`src/sv/w2s_pkg.sv`:
```
// types and constants shared by the world-to-screen projection block
// no dependencies
package w2s_pkg;

  // coordinate difference, camera-space value and rotation term widths
  localparam int unsigned CoordW = 32;
  localparam int unsigned DiffW  = 33;
  localparam int unsigned RotW   = 16;
  localparam int unsigned DimW   = 13;
  localparam int unsigned CamW   = 36;  // camera-space x, y, z after rotation
  localparam int unsigned FracW  = 16;
  localparam int unsigned RotFrac = 14;

  localparam int unsigned CfgIdxW = 3;
  localparam logic [CfgIdxW-1:0] CFG_CAM_POS_X     = 3'd0;
  localparam logic [CfgIdxW-1:0] CFG_CAM_POS_Y     = 3'd1;
  localparam logic [CfgIdxW-1:0] CFG_CAM_POS_Z     = 3'd2;
  localparam logic [CfgIdxW-1:0] CFG_ROT_COS       = 3'd3;
  localparam logic [CfgIdxW-1:0] CFG_ROT_SIN       = 3'd4;
  localparam logic [CfgIdxW-1:0] CFG_SCREEN_WIDTH  = 3'd5;
  localparam logic [CfgIdxW-1:0] CFG_SCREEN_HEIGHT = 3'd6;

  typedef struct packed {
    logic signed [CoordW-1:0] world_x;
    logic signed [CoordW-1:0] world_y;
    logic signed [CoordW-1:0] world_z;
  } point_t;

  typedef struct packed {
    logic signed [CoordW-1:0] screen_x;
    logic signed [CoordW-1:0] screen_y;
    logic                     behind_camera;
  } result_t;

  // sideband that rides along the divider chain
  typedef struct packed {
    logic valid;
    logic behind;
    logic neg_x;
    logic neg_y;
  } div_ctl_t;

  typedef struct packed {
    logic signed [CoordW-1:0] cam_pos_x;
    logic signed [CoordW-1:0] cam_pos_y;
    logic signed [CoordW-1:0] cam_pos_z;
    logic signed [RotW-1:0]   rot_cos;
    logic signed [RotW-1:0]   rot_sin;
  } xform_cfg_t;

endpackage

```
`src/sv/w2s_div_cell.sv`:
```
// one restoring-division cell: one quotient bit for the x and y lanes
// depends on w2s_pkg
module w2s_div_cell #(
  parameter int unsigned NumW = 61
) (
  input  logic                     clk_i,
  input  logic                     rst_ni,
  input  w2s_pkg::div_ctl_t        ctl_i,
  input  logic [w2s_pkg::CamW-1:0] den_i,
  input  logic [w2s_pkg::CamW-1:0] rem_x_i,
  input  logic [w2s_pkg::CamW-1:0] rem_y_i,
  input  logic [NumW-1:0]          nq_x_i,
  input  logic [NumW-1:0]          nq_y_i,
  output w2s_pkg::div_ctl_t        ctl_o,
  output logic [w2s_pkg::CamW-1:0] den_o,
  output logic [w2s_pkg::CamW-1:0] rem_x_o,
  output logic [w2s_pkg::CamW-1:0] rem_y_o,
  output logic [NumW-1:0]          nq_x_o,
  output logic [NumW-1:0]          nq_y_o
);
  import w2s_pkg::*;

  logic [CamW:0]   trial_x, trial_y, dext;
  logic            ge_x, ge_y;
  logic [CamW:0]   diff_x, diff_y;
  logic            valid_q;
  div_ctl_t        ctl_q;
  logic [CamW-1:0] den_q, rem_x_q, rem_y_q;
  logic [NumW-1:0] nq_x_q, nq_y_q;

  // numerator bits leave at the top while quotient bits enter at the bottom
  always_comb begin
    dext    = {1'b0, den_i};
    trial_x = {rem_x_i, nq_x_i[NumW-1]};
    trial_y = {rem_y_i, nq_y_i[NumW-1]};
    ge_x    = trial_x >= dext;
    ge_y    = trial_y >= dext;
    diff_x  = ge_x ? trial_x - dext : trial_x;
    diff_y  = ge_y ? trial_y - dext : trial_y;
  end

  always_ff @(posedge clk_i or negedge rst_ni) begin
    if (!rst_ni) begin
      valid_q <= 1'b0;
    end else begin
      valid_q <= ctl_i.valid;
    end
  end

  always_ff @(posedge clk_i) begin
    ctl_q   <= ctl_i;
    den_q   <= den_i;
    rem_x_q <= diff_x[CamW-1:0];
    rem_y_q <= diff_y[CamW-1:0];
    nq_x_q  <= {nq_x_i[NumW-2:0], ge_x};
    nq_y_q  <= {nq_y_i[NumW-2:0], ge_y};
  end

  always_comb begin
    ctl_o       = ctl_q;
    ctl_o.valid = valid_q;
  end
  assign den_o   = den_q;
  assign rem_x_o = rem_x_q;
  assign rem_y_o = rem_y_q;
  assign nq_x_o  = nq_x_q;
  assign nq_y_o  = nq_y_q;

endmodule
```
`config.mk`:
```
export PLATFORM = sky130hd
export DESIGN_NAME = w2s_div_cell
export DESIGN_NICKNAME = d
export VERILOG_FILES = /design/src/sv/w2s_pkg.sv /design/src/sv/w2s_div_cell.sv
export SDC_FILE = /design/constraint.sdc
export NUM_CORES = 1
export LEC_CHECK = 0
export BUFFER_PORTS_ARGS = -buffer_cell sky130_fd_sc_hd__buf_4
export CAP_MARGIN = 20
export CORE_AREA = 2 2 183 185
export CTS_CLUSTER_DIAMETER = 50
export DETAILED_ROUTE_END_ITERATION = 12
export DIE_AREA = 0 0 185 187
export PLACE_DENSITY_LB_ADDON = 0.08
export SYNTH_ARGS = -nofsm -noshare
export SYNTH_HDL_FRONTEND = slang
export SYNTH_SLANG_ARGS = --single-unit
```
`constraint.sdc`:
```
create_clock -name clk_i -period 0.8 [get_ports clk_i]
set_input_delay 0.08 -clock clk_i [delete_from_list [all_inputs] [get_ports clk_i]]
set_output_delay 0.08 -clock clk_i [all_outputs]
set_load 0.01 [all_outputs]
```
=== After elaboration in Yosys (flattened, before gate mapping) ===
Cells that the tools add are included.

* Flip-flop bits (word level): 234
* Bits of input ports: 236
* Output and inout bits: 234
* Word-level logic and storage cells: 15

* Add/subtract/negate cells: 2
* $lt $le $gt $ge: 2
* Multiplexer cells: 2

{| class="wikitable"
|+ Operators with widths
! kind !! count
|-
| 37-bit by 36-bit greater-or-equal comparator with 1-bit output || 2
|-
| 36-bit two-way mux || 2
|-
| 36-bit subtractor || 2
|}

=== Longest topological paths before layout ===
* Word-level depth: 2
* Depth in mapped cells: 15
* Depth with buffers taken out: 12

=== Worst setup path before layout ===
Ideal clock, no wire load.

* Path type: input -> register
* Start point: input port den_i[15] (netlist bit)
* End point: register rem_y_q[32] (netlist: rem_y_o[32])
* Library setup time: 117 ps
* Data arrival time: 2392 ps
* Required time: 683 ps
* Path slack: -1709 ps
* Cell stages on the path: 12
* Path buffers: 1
* Cell sequence: inv_1 -> ha_1 -> buf_6 -> a21o_1 -> o21bai_4 -> a221oi_2 -> nor2_1 -> a311o_1 -> a221o_2 -> a211oi_4 -> nand2_1 -> a32o_1

* Longest elaborated chain between the ends: 2
* Elaborated cells between the ends (all ways): 3
* Classes of those cells: 1 x add/sub; 1 x order compare; 1 x mux

{| class="wikitable"
|+ RTL lines
! element !! line !! RTL
|-
| from (decl) || w2s_div_cell.sv:9 || <nowiki>input logic [w2s_pkg::CamW-1:0] den_i,</nowiki>
|-
| 36-bit subtractor / 37-bit by 36-bit greater-or-equal comparator with 1-bit output (equally long branches) || w2s_div_cell.sv:39, w2s_div_cell.sv:37 ||
|-
| 36-bit two-way mux * || w2s_div_cell.sv:39 || <nowiki>diff_y = ge_y ? trial_y - dext : trial_y;</nowiki>
|-
| named net diff_y[32] || w2s_div_cell.sv:25 || <nowiki>logic [CamW:0] diff_x, diff_y;</nowiki>
|-
| to (signal assigned) || w2s_div_cell.sv:54 || <nowiki>rem_y_q <= diff_y[CamW-1:0];</nowiki>
|-
| to (decl) || w2s_div_cell.sv:28 || <nowiki>logic [CamW-1:0] den_q, rem_x_q, rem_y_q;</nowiki>
|}

Mark *: on every way through the listed nets, which the timed path passes. The rest lies on a longest branch.

=== Worst setup path in the final report ===
* Start point: input port den_i[6] (netlist bit)
* End point: register rem_x_q[32] (netlist: rem_x_o[32])

* Longest elaborated chain between the ends: 2
* Elaborated cells between the ends (all ways): 3
* Classes of those cells: 1 x add/sub; 1 x order compare; 1 x mux

{| class="wikitable"
|+ RTL lines
! element !! line !! RTL
|-
| 36-bit subtractor / 37-bit by 36-bit greater-or-equal comparator with 1-bit output (equally long branches) || w2s_div_cell.sv:38, w2s_div_cell.sv:36 ||
|-
| 36-bit two-way mux * || w2s_div_cell.sv:38 || <nowiki>diff_x = ge_x ? trial_x - dext : trial_x;</nowiki>
|-
| named net diff_x[32] || w2s_div_cell.sv:25 ||
|-
| to (signal assigned) || w2s_div_cell.sv:53 || <nowiki>rem_x_q <= diff_x[CamW-1:0];</nowiki>
|-
| to (decl) || w2s_div_cell.sv:28 ||
|}

Marked as above.

==> impl_metrics.tcl <==
set metrics [dict create \
    finalSetupTns_ns -146.55 \
    antenna_found_initial 4 \
    arrival_ns 2.66 \
    fin_crit_ns 2.224 \
    hold_end "den_o[1]" \
    drt_iter0_markers 427 \
    final_hold_viol_count 4 \
    wl_per_cell_um 18.72 \
    synth_nets 1295 \
    start_kind "primary input" \
    synth_edf_count 0 \
    violations "hold timing, setup timing" \
    grt_max_degree 21 \
    syn_inst 985 \
    cts_buffer_depth 3 \
    rsz0062_at_grt "true" \
    regArea_um2 4979 \
    syn_avg_cell_area_um2 9.738 \
    whs_ns -0.3056 \
    cts_root_buf "clkbuf_16" \
    seqPwrFrac_pct 32.0 \
    place.gp.congestion 0.8764 \
    final_net_count 2305 \
    cts_tree "yes" \
    dp_slack_ns -2.035 \
    gr-total-overflow 0 \
    dpl.hpwl_um 31370 \
    swShare_pct 28.53 \
    period_share_pct 278.0 \
    cts_made_buffers 34 \
    pwr-share-clk_pct 36.0 \
    ys_seq_area_share_pct 48.89 \
    cp_max_fo 8 \
    vias_per_cell 4.542 \
    io_buffers 469 \
    utilization_pct 67.58 \
    rows 67 \
    drtAntennaViolNets 0 \
    yosys_warnings 0 \
    setup_violations 308 \
    area_growth_pct 131.5 \
    ys_ff_latch 234 \
    design.core.area_um2 32860 \
    dieHeight_um 187 \
    hold_path.class "in2reg" \
    drc 0 \
    postLayoutSetupSlackWorst_ns -1.424 \
    h-tree-depth 2 \
    die_w_um 185 \
    clock.fmax_ghz 0.4497 \
    syn-cell-area_um2 9592 \
    start_util_pct 29.19 \
    power_switching_mw 12.35 \
    drv_cap 0 \
    power.density_nw_per_um2 1949 \
    fillCellCount 2500 \
    multi_input_area_um2 5729 \
    min-delay-start "den_i[1]" \
    cts-hold-fix-buffers 231 \
    endpoint_kind "flop" \
    io_pins 470 \
    status "complete, but fails checks" \
    clkSlewWorstSetupHoldPaths_ns 0.05 \
    grt_usage_pct 25.14 \
    p_leak_nw 10.32 \
    layout-drive-gt1-share_pct 64.13 \
    holdPathStages 1 \
    worstMarginPinSlew_ns 0.5679 \
    required_ns 1.24 \
    ys.flop_type "dfxtp_1" \
    max-slew-margin-rel_pct 61.66 \
    vias 11238 \
    internal_power_mw 30.93 \
    slew_violations 0 \
    first_pass_iters 5 \
    synthArstFlopShare_pct 0.4274 \
    vdd_drop_max_mv 1.416 \
    cts_sinks 234 \
    p_comb_share_pct 32.0 \
    wl_um 46310 \
    synth_cell_types 81 \
    crit_type "in2reg" \
    grt_pass1_vias 11706 \
    grt_first_pass_wirelength_um 66750 \
    fp.dieArea_um2 34600 \
]
worst max-delay path, stage by stage:
cell and delay, ns:
buf_8 0.08, clkinvlp_4 0.13, ha_4 0.29, a21oi_2 0.16, o21ai_2 0.09, nor4b_2 0.16
a211o_1 0.29, o21a_1 0.22, o21a_1 0.24, o22ai_4 0.28, buf_6 0.17, buf_12 0.11
buf_12 0.10, buf_12 0.13, nand2_2 0.05, o21ai_1 0.07
cells in the final DEF, fill, tap and decap left out, types with 6 or more instances in the layout:
cell type / n
nor2_1: 38
nand3_1: 8
nor2b_1: 7
dfxtp_2: 228
o21ai_0: 27
nand2_2: 34
buf_12: 11
o21a_1: 8
xnor2_1: 29
a21o_1: 38
nand2_1: 50
buf_6: 270
ha_1: 45
nand2b_1: 10
nor3_1: 9
inv_2: 17
dlygate4sd3_1: 231
nand2_4: 26
nand4_1: 9
xor2_1: 28
a21oi_2: 12
buf_8: 7
o21bai_1: 11
clkbuf_16: 43
ha_4: 24
a211o_1: 7
inv_1: 30
a21oi_1: 52
o21ai_1: 26
buf_4: 477
and3_1: 7
clkbuf_1: 6
o21ai_2: 40
layer usage:
metal | up-vias | part of all wire [%] | track usage [%] | wire [um]
met2 | 355 | 50 | 44.51 | 23360
met5 | - | 0 | 0 | 0
li1 | 5508 | - | - | -
met4 | 0 | 3.6 | 10.32 | 1648
met1 | 5291 | 40 | 29.29 | 18660
met3 | 84 | 5.7 | 5.179 | 2651
logic make-up after synthesis:
family	Yosys count	share of synthesized area (%)
adder cells (fa/ha/maj)	74	9.810
XOR/XNOR	58	5.296
buffers and inverters	86	3.809
AND/OR/NAND/NOR	245	12.27
flip-flops	234	48.89
AO/OA/AOI/OAI	284	19.46
multiplexers	4	0.4565
sequential cells by signal, summed over array words and instances, names as in the netlist:
name     cells
nq_x_o      61
nq_y_o      61
den_o       36
rem_x_o     36
rem_y_o     36
ctl_o        3
valid_q      1
cell type report:
cell class | count | share of cell area [%]
repair buffers | 1005 | 42.74
clock inverters | 16 | 0.9127
inverters | 55 | 1.099
flip-flops and latches | 234 | 22.42
well taps | 448 | 2.524
diodes | 5 | 0.05634
multi-input cells | 665 | 25.80
clock buffers | 46 | 4.456
cell usage after synthesis, types with 4 or more instances:
library cell / n / area, um2
nand3_1: 12 / 60.06
nor4_1: 4 / 25.02
nor3_1: 12 / 60.06
a31oi_1: 5 / 31.28
nor2b_1: 9 / 56.30
a211o_1: 7 / 61.31
xnor2_1: 29 / 254.0
xor2_1: 29 / 254.0
dfxtp_1: 233 / 4664
and3_1: 8 / 50.05
a21oi_1: 68 / 340.3
o21ai_1: 13 / 65.06
inv_1: 54 / 202.7
o21bai_1: 12 / 90.09
and2_1: 4 / 25.02
ha_1: 72 / 900.9
o21a_1: 8 / 60.06
nand4_1: 9 / 56.30
nand2b_1: 10 / 62.56
o31ai_1: 6 / 45.04
o21ai_0: 81 / 405.4
buf_2: 13 / 65.06
clkbuf_1: 13 / 48.80
or3_1: 4 / 25.02
nor2_1: 42 / 157.7
a21o_1: 38 / 285.3
nand2_1: 110 / 412.9
a211oi_1: 4 / 30.03
power groups by stage:
stage	registers, mW	clock network, mW	logic (mW)
2_1_floorplan	14.1	0	3.81
3_3_place_gp	13.5	0	9.89
3_5_place_dp	13.5	0	9.92
4_1_cts	13.7	15.9	13.1
5_1_grt	13.9	16.4	14.7
6_report	13.8	15.6	13.9
how the worst max path moves through the flow:
stage | start | endpoint | slack (ns) | cells past startpoint
final | den_i[6] | rem_x_o[32] | -1.42 | 16
after detailed placement | den_i[0] | rem_y_o[35] | -2.03 | 14
after CTS | den_i[0] | rem_y_o[35] | -1.35 | 14
after global routing | den_i[6] | rem_x_o[32] | -1.48 | 16
after floorplan | nq_y_i[60] | rem_y_o[32] | -1.67 | 12
after global placement | den_i[0] | rem_y_o[32] | -2.00 | 13
timing repair:
item,CTS,global route
setup endpoints to repair,308,308
hold endpoints to repair,232,4
pin swaps,73,65
buffers inserted,37,20
cloned,8,8
gates resized for setup,566,221
through the flow:
step	std cells	instance area, um2	power [mW]
3_5_place_dp	2115	15650	23.45
5_1_grt	2473	22210	45.06
3_3_place_gp	2115	15650	23.44
6_report	2474	22210	43.28
4_1_cts	2451	21440	42.68
2_1_floorplan	985	9975	17.92
No activity file was read; power rests on OpenSTA's default activity.
